`src/sv/lcmd_pkg.sv`:
```
// shared types, codes and marker constants for the length checked message deframer
package lcmd_pkg;

  // operation codes of an input transaction
  localparam logic OP_BYTE    = 1'b0;
  localparam logic OP_RESTART = 1'b1;

  // result kinds
  localparam logic [1:0] KIND_PAYLOAD = 2'd0;
  localparam logic [1:0] KIND_DONE    = 2'd1;
  localparam logic [1:0] KIND_ERROR   = 2'd2;

  // parser phases
  localparam logic [2:0] PH_OPEN    = 3'd0;
  localparam logic [2:0] PH_LEN     = 3'd1;
  localparam logic [2:0] PH_HMARK   = 3'd2;
  localparam logic [2:0] PH_PAYLOAD = 3'd3;
  localparam logic [2:0] PH_TMARK   = 3'd4;
  localparam logic [2:0] PH_LEN2    = 3'd5;
  localparam logic [2:0] PH_CLOSE   = 3'd6;

  // four byte markers, first byte in the lowest lane
  localparam logic [31:0] MARK_OPEN  = 32'h5B4D4454;
  localparam logic [31:0] MARK_HDR   = 32'h2020205D;
  localparam logic [31:0] MARK_TRL   = 32'h28202020;
  localparam logic [31:0] MARK_CLOSE = 32'h4D445429;

  typedef struct packed {
    logic       operation;
    logic [7:0] rx_byte;
  } item_t;

  typedef struct packed {
    logic [1:0] kind;
    logic [7:0] payload_byte;
  } result_t;

  // result handed from the parser to the output stage
  typedef struct packed {
    logic    valid;
    result_t data;
  } result_slot_t;

  function automatic logic [7:0] lane(input logic [31:0] word, input logic [1:0] pos);
    logic [7:0] b;
    unique case (pos)
      2'd0: b = word[7:0];
      2'd1: b = word[15:8];
      2'd2: b = word[23:16];
      2'd3: b = word[31:24];
      default: b = word[7:0];
    endcase
    return b;
  endfunction

endpackage

```
`src/sv/lcmd_in_stage.sv`:
```
// input register holding one accepted transaction until the parser takes it
module lcmd_in_stage (
  input  logic            clk,
  input  logic            rst,
  input  logic            item_valid,
  output logic            item_stall,
  input  lcmd_pkg::item_t item,
  input  logic            advance,
  output logic            held_valid,
  output lcmd_pkg::item_t held_item
);

  logic accept;

  assign item_stall = held_valid && !advance;
  assign accept     = item_valid && !item_stall;

  always_ff @(posedge clk) begin
    if (rst) begin
      held_valid <= 1'b0;
    end else if (accept) begin
      held_valid <= 1'b1;
    end else if (advance) begin
      held_valid <= 1'b0;
    end
  end

  always_ff @(posedge clk) begin
    if (accept) begin
      held_item <= item;
    end
  end

endmodule

```
`src/sv/lcmd_parser.sv`:
```
// frame parser state and the per byte check logic
module lcmd_parser (
  input  logic                   clk,
  input  logic                   rst,
  input  logic                   fire,
  input  lcmd_pkg::item_t        item,
  output lcmd_pkg::result_slot_t res
);

  logic [2:0]  phase, phase_next;
  logic [1:0]  field_byte_index, field_byte_index_next;
  logic [31:0] frame_length, frame_length_next;
  logic [30:0] payload_remaining, payload_remaining_next;
  logic        halted, halted_next;

  logic        field_last;
  logic [1:0]  idx_adv;
  logic [7:0]  b;
  logic [30:0] rem_dec;

  assign b          = item.rx_byte;
  assign field_last = (field_byte_index == 2'd3);
  assign idx_adv    = field_byte_index + 2'd1;
  assign rem_dec    = payload_remaining - 31'd1;

  always_comb begin
    phase_next             = phase;
    field_byte_index_next  = field_byte_index;
    frame_length_next      = frame_length;
    payload_remaining_next = payload_remaining;
    halted_next            = halted;
    res                    = '0;
    if (fire) begin
      if (item.operation == lcmd_pkg::OP_RESTART) begin
        phase_next             = lcmd_pkg::PH_OPEN;
        field_byte_index_next  = 2'd0;
        frame_length_next      = '0;
        payload_remaining_next = '0;
        halted_next            = 1'b0;
      end else if (!halted) begin
        unique case (phase)
          lcmd_pkg::PH_OPEN: begin
            if (b != lcmd_pkg::lane(lcmd_pkg::MARK_OPEN, field_byte_index)) begin
              halted_next = 1'b1;
            end else begin
              field_byte_index_next = idx_adv;
              if (field_last) phase_next = lcmd_pkg::PH_LEN;
            end
          end
          lcmd_pkg::PH_LEN: begin
            unique case (field_byte_index)
              2'd0: frame_length_next[7:0]   = b;
              2'd1: frame_length_next[15:8]  = b;
              2'd2: frame_length_next[23:16] = b;
              2'd3: frame_length_next[31:24] = b;
              default: frame_length_next[7:0] = b;
            endcase
            field_byte_index_next = idx_adv;
            if (field_last) begin
              if (b[7]) begin
                halted_next = 1'b1;
              end else begin
                payload_remaining_next = frame_length_next[30:0];
                phase_next             = lcmd_pkg::PH_HMARK;
              end
            end
          end
          lcmd_pkg::PH_HMARK: begin
            if (b != lcmd_pkg::lane(lcmd_pkg::MARK_HDR, field_byte_index)) begin
              halted_next = 1'b1;
            end else begin
              field_byte_index_next = idx_adv;
              if (field_last) begin
                phase_next = (payload_remaining == '0) ? lcmd_pkg::PH_TMARK
                                                       : lcmd_pkg::PH_PAYLOAD;
              end
            end
          end
          lcmd_pkg::PH_PAYLOAD: begin
            payload_remaining_next = rem_dec;
            if (rem_dec == '0) phase_next = lcmd_pkg::PH_TMARK;
            res.valid             = 1'b1;
            res.data.kind         = lcmd_pkg::KIND_PAYLOAD;
            res.data.payload_byte = b;
          end
          lcmd_pkg::PH_TMARK: begin
            if (b != lcmd_pkg::lane(lcmd_pkg::MARK_TRL, field_byte_index)) begin
              halted_next = 1'b1;
            end else begin
              field_byte_index_next = idx_adv;
              if (field_last) phase_next = lcmd_pkg::PH_LEN2;
            end
          end
          lcmd_pkg::PH_LEN2: begin
            if (b != lcmd_pkg::lane(frame_length, field_byte_index)) begin
              halted_next = 1'b1;
            end else begin
              field_byte_index_next = idx_adv;
              if (field_last) phase_next = lcmd_pkg::PH_CLOSE;
            end
          end
          lcmd_pkg::PH_CLOSE: begin
            if (b != lcmd_pkg::lane(lcmd_pkg::MARK_CLOSE, field_byte_index)) begin
              halted_next = 1'b1;
            end else begin
              field_byte_index_next = idx_adv;
              if (field_last) begin
                phase_next             = lcmd_pkg::PH_OPEN;
                frame_length_next      = '0;
                payload_remaining_next = '0;
                res.valid              = 1'b1;
                res.data.kind          = lcmd_pkg::KIND_DONE;
              end
            end
          end
          default: begin
            halted_next = 1'b1;
          end
        endcase
        if (halted_next) begin
          res.valid     = 1'b1;
          res.data.kind = lcmd_pkg::KIND_ERROR;
        end
      end
    end
  end

  always_ff @(posedge clk) begin
    if (rst) begin
      phase             <= lcmd_pkg::PH_OPEN;
      field_byte_index  <= 2'd0;
      frame_length      <= '0;
      payload_remaining <= '0;
      halted            <= 1'b0;
    end else begin
      phase             <= phase_next;
      field_byte_index  <= field_byte_index_next;
      frame_length      <= frame_length_next;
      payload_remaining <= payload_remaining_next;
      halted            <= halted_next;
    end
  end

endmodule

```
`src/sv/lcmd_out_stage.sv`:
```
// result register towards the downstream channel
module lcmd_out_stage (
  input  logic                   clk,
  input  logic                   rst,
  input  lcmd_pkg::result_slot_t res,
  output logic                   free,
  output logic                   result_valid,
  input  logic                   result_stall,
  output lcmd_pkg::result_t      result
);

  assign free = !result_valid || !result_stall;

  always_ff @(posedge clk) begin
    if (rst) begin
      result_valid <= 1'b0;
    end else if (free) begin
      result_valid <= res.valid;
    end
  end

  always_ff @(posedge clk) begin
    if (free && res.valid) begin
      result <= res.data;
    end
  end

endmodule

```
`src/sv/length_checked_message_deframer.sv`:
```
// top level of the length checked message deframer
//
//   channel  | valid         | stall         | payload
//   ---------+---------------+---------------+------------------------------
//   item     | item_valid    | item_stall    | item   (operation, rx_byte)
//   result   | result_valid  | result_stall  | result (kind, payload_byte)
//
// one transaction per cycle sustained unless result stalls; a result is loaded
// into the result register as its transaction leaves the input register
// per byte the parser does a compare, a length store or a 31 bit counter step
// rst is synchronous and clears the parser state, both valid flags
// a stalled result holds; the input register keeps one more transaction and
// item_stall rises only while both registers are occupied and result is stalled
module length_checked_message_deframer (
  input  logic              clk,
  input  logic              rst,
  input  logic              item_valid,
  output logic              item_stall,
  input  lcmd_pkg::item_t   item,
  output logic              result_valid,
  input  logic              result_stall,
  output lcmd_pkg::result_t result
);

  // transaction waiting in the input register
  logic            held_valid;
  lcmd_pkg::item_t held_item;

  // the parser consumes the held transaction whenever the result register can load
  logic out_free;
  logic advance;

  lcmd_pkg::result_slot_t res;

  assign advance = held_valid && out_free;

  lcmd_in_stage u_in (
    .clk        (clk),
    .rst        (rst),
    .item_valid (item_valid),
    .item_stall (item_stall),
    .item       (item),
    .advance    (advance),
    .held_valid (held_valid),
    .held_item  (held_item)
  );

  // parser state advances only on a consumed transaction
  lcmd_parser u_parser (
    .clk  (clk),
    .rst  (rst),
    .fire (advance),
    .item (held_item),
    .res  (res)
  );

  lcmd_out_stage u_out (
    .clk          (clk),
    .rst          (rst),
    .res          (res),
    .free         (out_free),
    .result_valid (result_valid),
    .result_stall (result_stall),
    .result       (result)
  );

endmodule

```
`config.mk`:
```
export PLATFORM = sky130hd
export DESIGN_NAME = length_checked_message_deframer
export DESIGN_NICKNAME = d
export VERILOG_FILES = /design/src/sv/lcmd_pkg.sv /design/src/sv/lcmd_in_stage.sv /design/src/sv/lcmd_parser.sv /design/src/sv/lcmd_out_stage.sv /design/src/sv/length_checked_message_deframer.sv
export SDC_FILE = /design/constraint.sdc
export NUM_CORES = 1
export LEC_CHECK = 0
export BUFFER_PORTS_ARGS = -buffer_cell sky130_fd_sc_hd__buf_2
export CAP_MARGIN = 5
export CORE_MARGIN = 2
export CORE_UTILIZATION = 30
export DETAILED_ROUTE_END_ITERATION = 8
export PLACE_DENSITY = 0.57
export SLEW_MARGIN = 20
export SYNTH_ARGS = -nofsm -noshare
export SYNTH_HDL_FRONTEND = slang
export SYNTH_HIERARCHICAL = 1
export SYNTH_SLANG_ARGS = --single-unit
export TNS_END_PERCENT = 100
```
`constraint.sdc`:
```
create_clock -name clk -period 3.4 [get_ports clk]
set_input_delay 0.68 -clock clk [delete_from_list [all_inputs] [get_ports clk]]
set_output_delay 0.68 -clock clk [all_outputs]
set_load 0.05 [all_outputs]
```
==> impl.org <==
** Floorplanning
- 25 I/O pins were placed.
- The core region is about 18000 um^2.
- The die is 141 um tall.
- Die X :: around 140 um
- Starting density of the core :: 30.9%
- Die Outline Area :: 19800 um^2
- Row generation in the floorplan step produced 49 rows.

** Drt
- Vias after detailed routing :: 5220
- Drt first pass iters :: 5
- In the routed design, unresolved DRC markers number 0.
- Average vias per placed instance :: 5.58
- For this block, the routed nets add up to 16.5 mm of wire.
- After the first detailed-routing iteration, the DRC count stood at 560.
- Once detail routing completed, the nets flagged for antenna violations numbered 0.
- Routed len/inst :: ~18 um

** Finish
- In the final layout, the share of cells above drive strength 1 is between 10 and 15%.
- Number of fill cells :: 1920
- Final Util :: 34.9%
- The repair_antennas step left the layout with diodes totalling 0.
- Design area :: ~6300 um^2
- Non-Filler Instances :: ~940
- The net count of the finished layout is about 730.
- Post-synthesis to final-layout area growth :: 13.1%

** Run
- Max-capacitance violation count :: 0

** Placement
- During placement, the flow inserted port buffers numbering 24.
- Detailed placement finished with a half-perimeter wire length of ~12 mm.
- Placer Congestion :: 0.905
- After detailed placement, the design holds a cell count of 920.
- Area after DPL :: between 6000 and 7000 um^2

** STA
- Fin Setup TNS :: 0 ns
- Setup repair after global routing left no endpoint under its margin.
- Peak Freq :: about 320 MHz
- The total count of hold-check failures in the final report came to 0.
- Final cycle utilization of the critical path :: approximately 93%
- Setup violations remaining at the end of the flow were counted as 0.
- Min Clock Period, post-route :: between 3 and 4 ns
- In this run the tightest slew margin relative to its limit is a little over two fifths.
- The final max-slew violation count was 0.
- Setup clock skew after layout :: 0.0132 ns
- For the pin with the worst max-slew slack, the measured transition is between 0.8 and 0.9 ns.

** Clock tree
- The clock passes through at most 2 buffers.
- The H-tree was split into 3 levels.
- TritonCTS built the clock tree.
- For the worst-skew pair, the clock arrives at the later sink with an insertion delay of approximately 0.35 ns.
- TritonCTS Sinks :: 90
- Root Buffer Master :: clkbuf_16
- Counting the buffers created by CTS gives 9.
- Post-CTS clock slew at the launch and capture registers of the worst setup and hold paths :: 0.07 ns

** Synth
- Counting flops with a built-in enable in the synthesized netlist gives 19.
- Fraction of the yosys area taken by sequential cells :: a little over a third
- Yosys printed 6 warnings.
- By count the netlist is led by 75 x nor2_1, 71 x dfxtp_1, 66 x a21oi_1.
- Adder-cell share of the synthesized area :: between 2 and 2.5%
- Of the total synthesized cell area, the portion taken by XOR and XNOR cells is 3.75%.
- Synth Area in Compound Gates :: between 20% and 30%
- Of the total synthesized cell area, the portion taken by AND, OR, NAND and NOR gates is approximately a quarter.
- Synthesis produced between 600 and 700 cells.
- Synth Cell Area :: 5610 um^2
- Net count after synthesis :: about 720
- Yosys instantiated no cell more often than nor2_1.
- After synthesis, the netlist uses 65 different library cells.
- In this run the mean area of a mapped cell was 8.07 um^2.
- Yosys attributes the largest share of cell area to dfxtp_1 25%, edfxtp_1 10%, a21oi_1 5.9%, mux2i_1 5.7%, nor2_1 5.0%.
- Yosys top cell by area :: dfxtp_1
- Mux share of post-synthesis cell area :: 5.71%
- #FFs+latches synth :: 90
- Synth async-reset ratio :: 0%
- Among all flip-flop cells after synthesis, the most frequent one is dfxtp_1.
- After synthesis, the largest family of logic cells by area is simple AND/OR/NAND/NOR gates.
- Of the post-synthesis cell area, the dominant cell type holds around a quarter.

** GRT
- Entering global routing, the biggest net connects 40 pins.
- The via count of the first global-routing pass was 4755.
- First-pass GRT wire length :: between 20 and 30 mm
- GRT Resource Usage Total :: roughly 17%
- The initial antenna violation count came to 0.
- For this run the aggregate overflow at the end of global routing stands at 0.

** Run status
- Status :: finished clean

** Critical path
- The critical path in this run is classified as reg2reg.
- Launching instance or port of the critical path :: u_parser/field_byte_index[0]
- The worst setup path is launched from a register.
- Reg-to-Reg Start :: u_parser/field_byte_index[0]
- Required time of the critical path :: about 3.4 ns
- The worst setup path is captured at a register.
- Data arrives at the worst endpoint at 3.14 ns.
- In this run the worst path has a maximum fanout of 13.

** Power
- IR analysis of the VDD net gives a maximum drop of 0.357 mV.
- Leakage :: approximately 2.1 nW
- Power per cell area :: ~430 nW/um^2

** Hold path
- Worst min-delay path category :: in2reg
- Beginning of the worst hold path :: item[3]
-- routing by layer --
layer  global-route usage (%)  vias up  part of all wire (%)
li1                         -     2584                     -
met1                     25.2     2463                    49
met2                     24.3      154                    44
met3                     2.28       19                   5.5
met4                     5.89        0                   1.8
met5                        0        -                     0
-- layout by cell type (no fill, tap or decap), types with 8 or more instances in the layout --
cell,instances
nor2_1,74
dfxtp_1,71
a21oi_1,66
o21ai_0,45
nand2_1,42
mux2i_1,32
a22oi_1,31
nor3_1,29
buf_2,24
buf_4,24
xnor2_1,21
nand3_1,21
edfxtp_1,19
inv_1,13
and2_1,12
nor2b_1,12
nand4_1,12
a211oi_1,12
clkbuf_16,9
ha_1,9
a222oi_1,8
-- report_power, final --
group          internal (mW)  leakage (nW)  switching, mW
clock network          0.645         0.145          0.443
registers               1.13         0.754         0.0497
logic                  0.171          1.23          0.297
-- worst paths after layout --
kind                              endpoint  slack, ns  cells past startpoint
min reg2reg  u_parser/payload_remaining[1]       0.52                      2
max reg2reg                u_out/result[9]       0.25                     11
max                        u_out/result[9]       0.25                     11
min                      u_in/held_item[3]       0.50                      1
-- area by class of cell --
type,count,area [um^2],area share (%)
inverters,15,56.3,0.888
repair buffers,50,340,5.37
clock inverters,6,88.8,1.40
flip-flops and latches,90,1990,31.4
clock buffers,10,229,3.61
well taps,229,287,4.52
multi-input cells,536,3350,52.8
-- sequential cells by signal, indices dropped and copies added (netlist names) --
name,flops
u_parser/phase,3
u_out/result_valid,1
u_in/held_valid,1
u_in/held_item,9
u_parser/payload_remaining,31
u_parser/halted,1
u_parser/frame_length,32
u_out/result,10
u_parser/field_byte_index,2
-- critical path, stage by stage, from the launching register on --
cell,delay (ns)
dfxtp_1,0.45
inv_1,0.12
ha_1,0.38
a222oi_1,0.36
a21oi_1,0.13
xnor2_1,0.13
nand4_1,0.17
o2111ai_1,0.20
o2111ai_1,0.16
inv_1,0.08
a31oi_1,0.17
and2_1,0.43
-- metrics by stage --
| step | hold slack [ns] | total power, mW | setup WS, ns |
|---|---|---|---|
| after floorplan | 0.466 | 1.53 | 0.717 |
| after global placement | 0.497 | 1.66 | 0.321 |
| after detailed placement | 0.505 | 1.66 | 0.266 |
| after CTS | 0.490 | 2.75 | 0.229 |
| after global routing | 0.486 | 2.85 | 0.000759 |
| final | 0.500 | 2.73 | 0.249 |
-- cell families after synthesis --
logic type               after synthesis
adder cells (fa/ha/maj)               10
AO/OA/AOI/OAI                        212
AND/OR/NAND/NOR                      258
multiplexers                          32
flip-flops                            90
buffers and inverters                 69
XOR/XNOR                              24
-- what timing repair did --
action                     in CTS  in global routing
setup endpoints to repair       0                 10
buffers inserted                0                  0
gates resized for setup         0                  1
hold buffers                    0                  0
(Power assumes the default switching activity.)
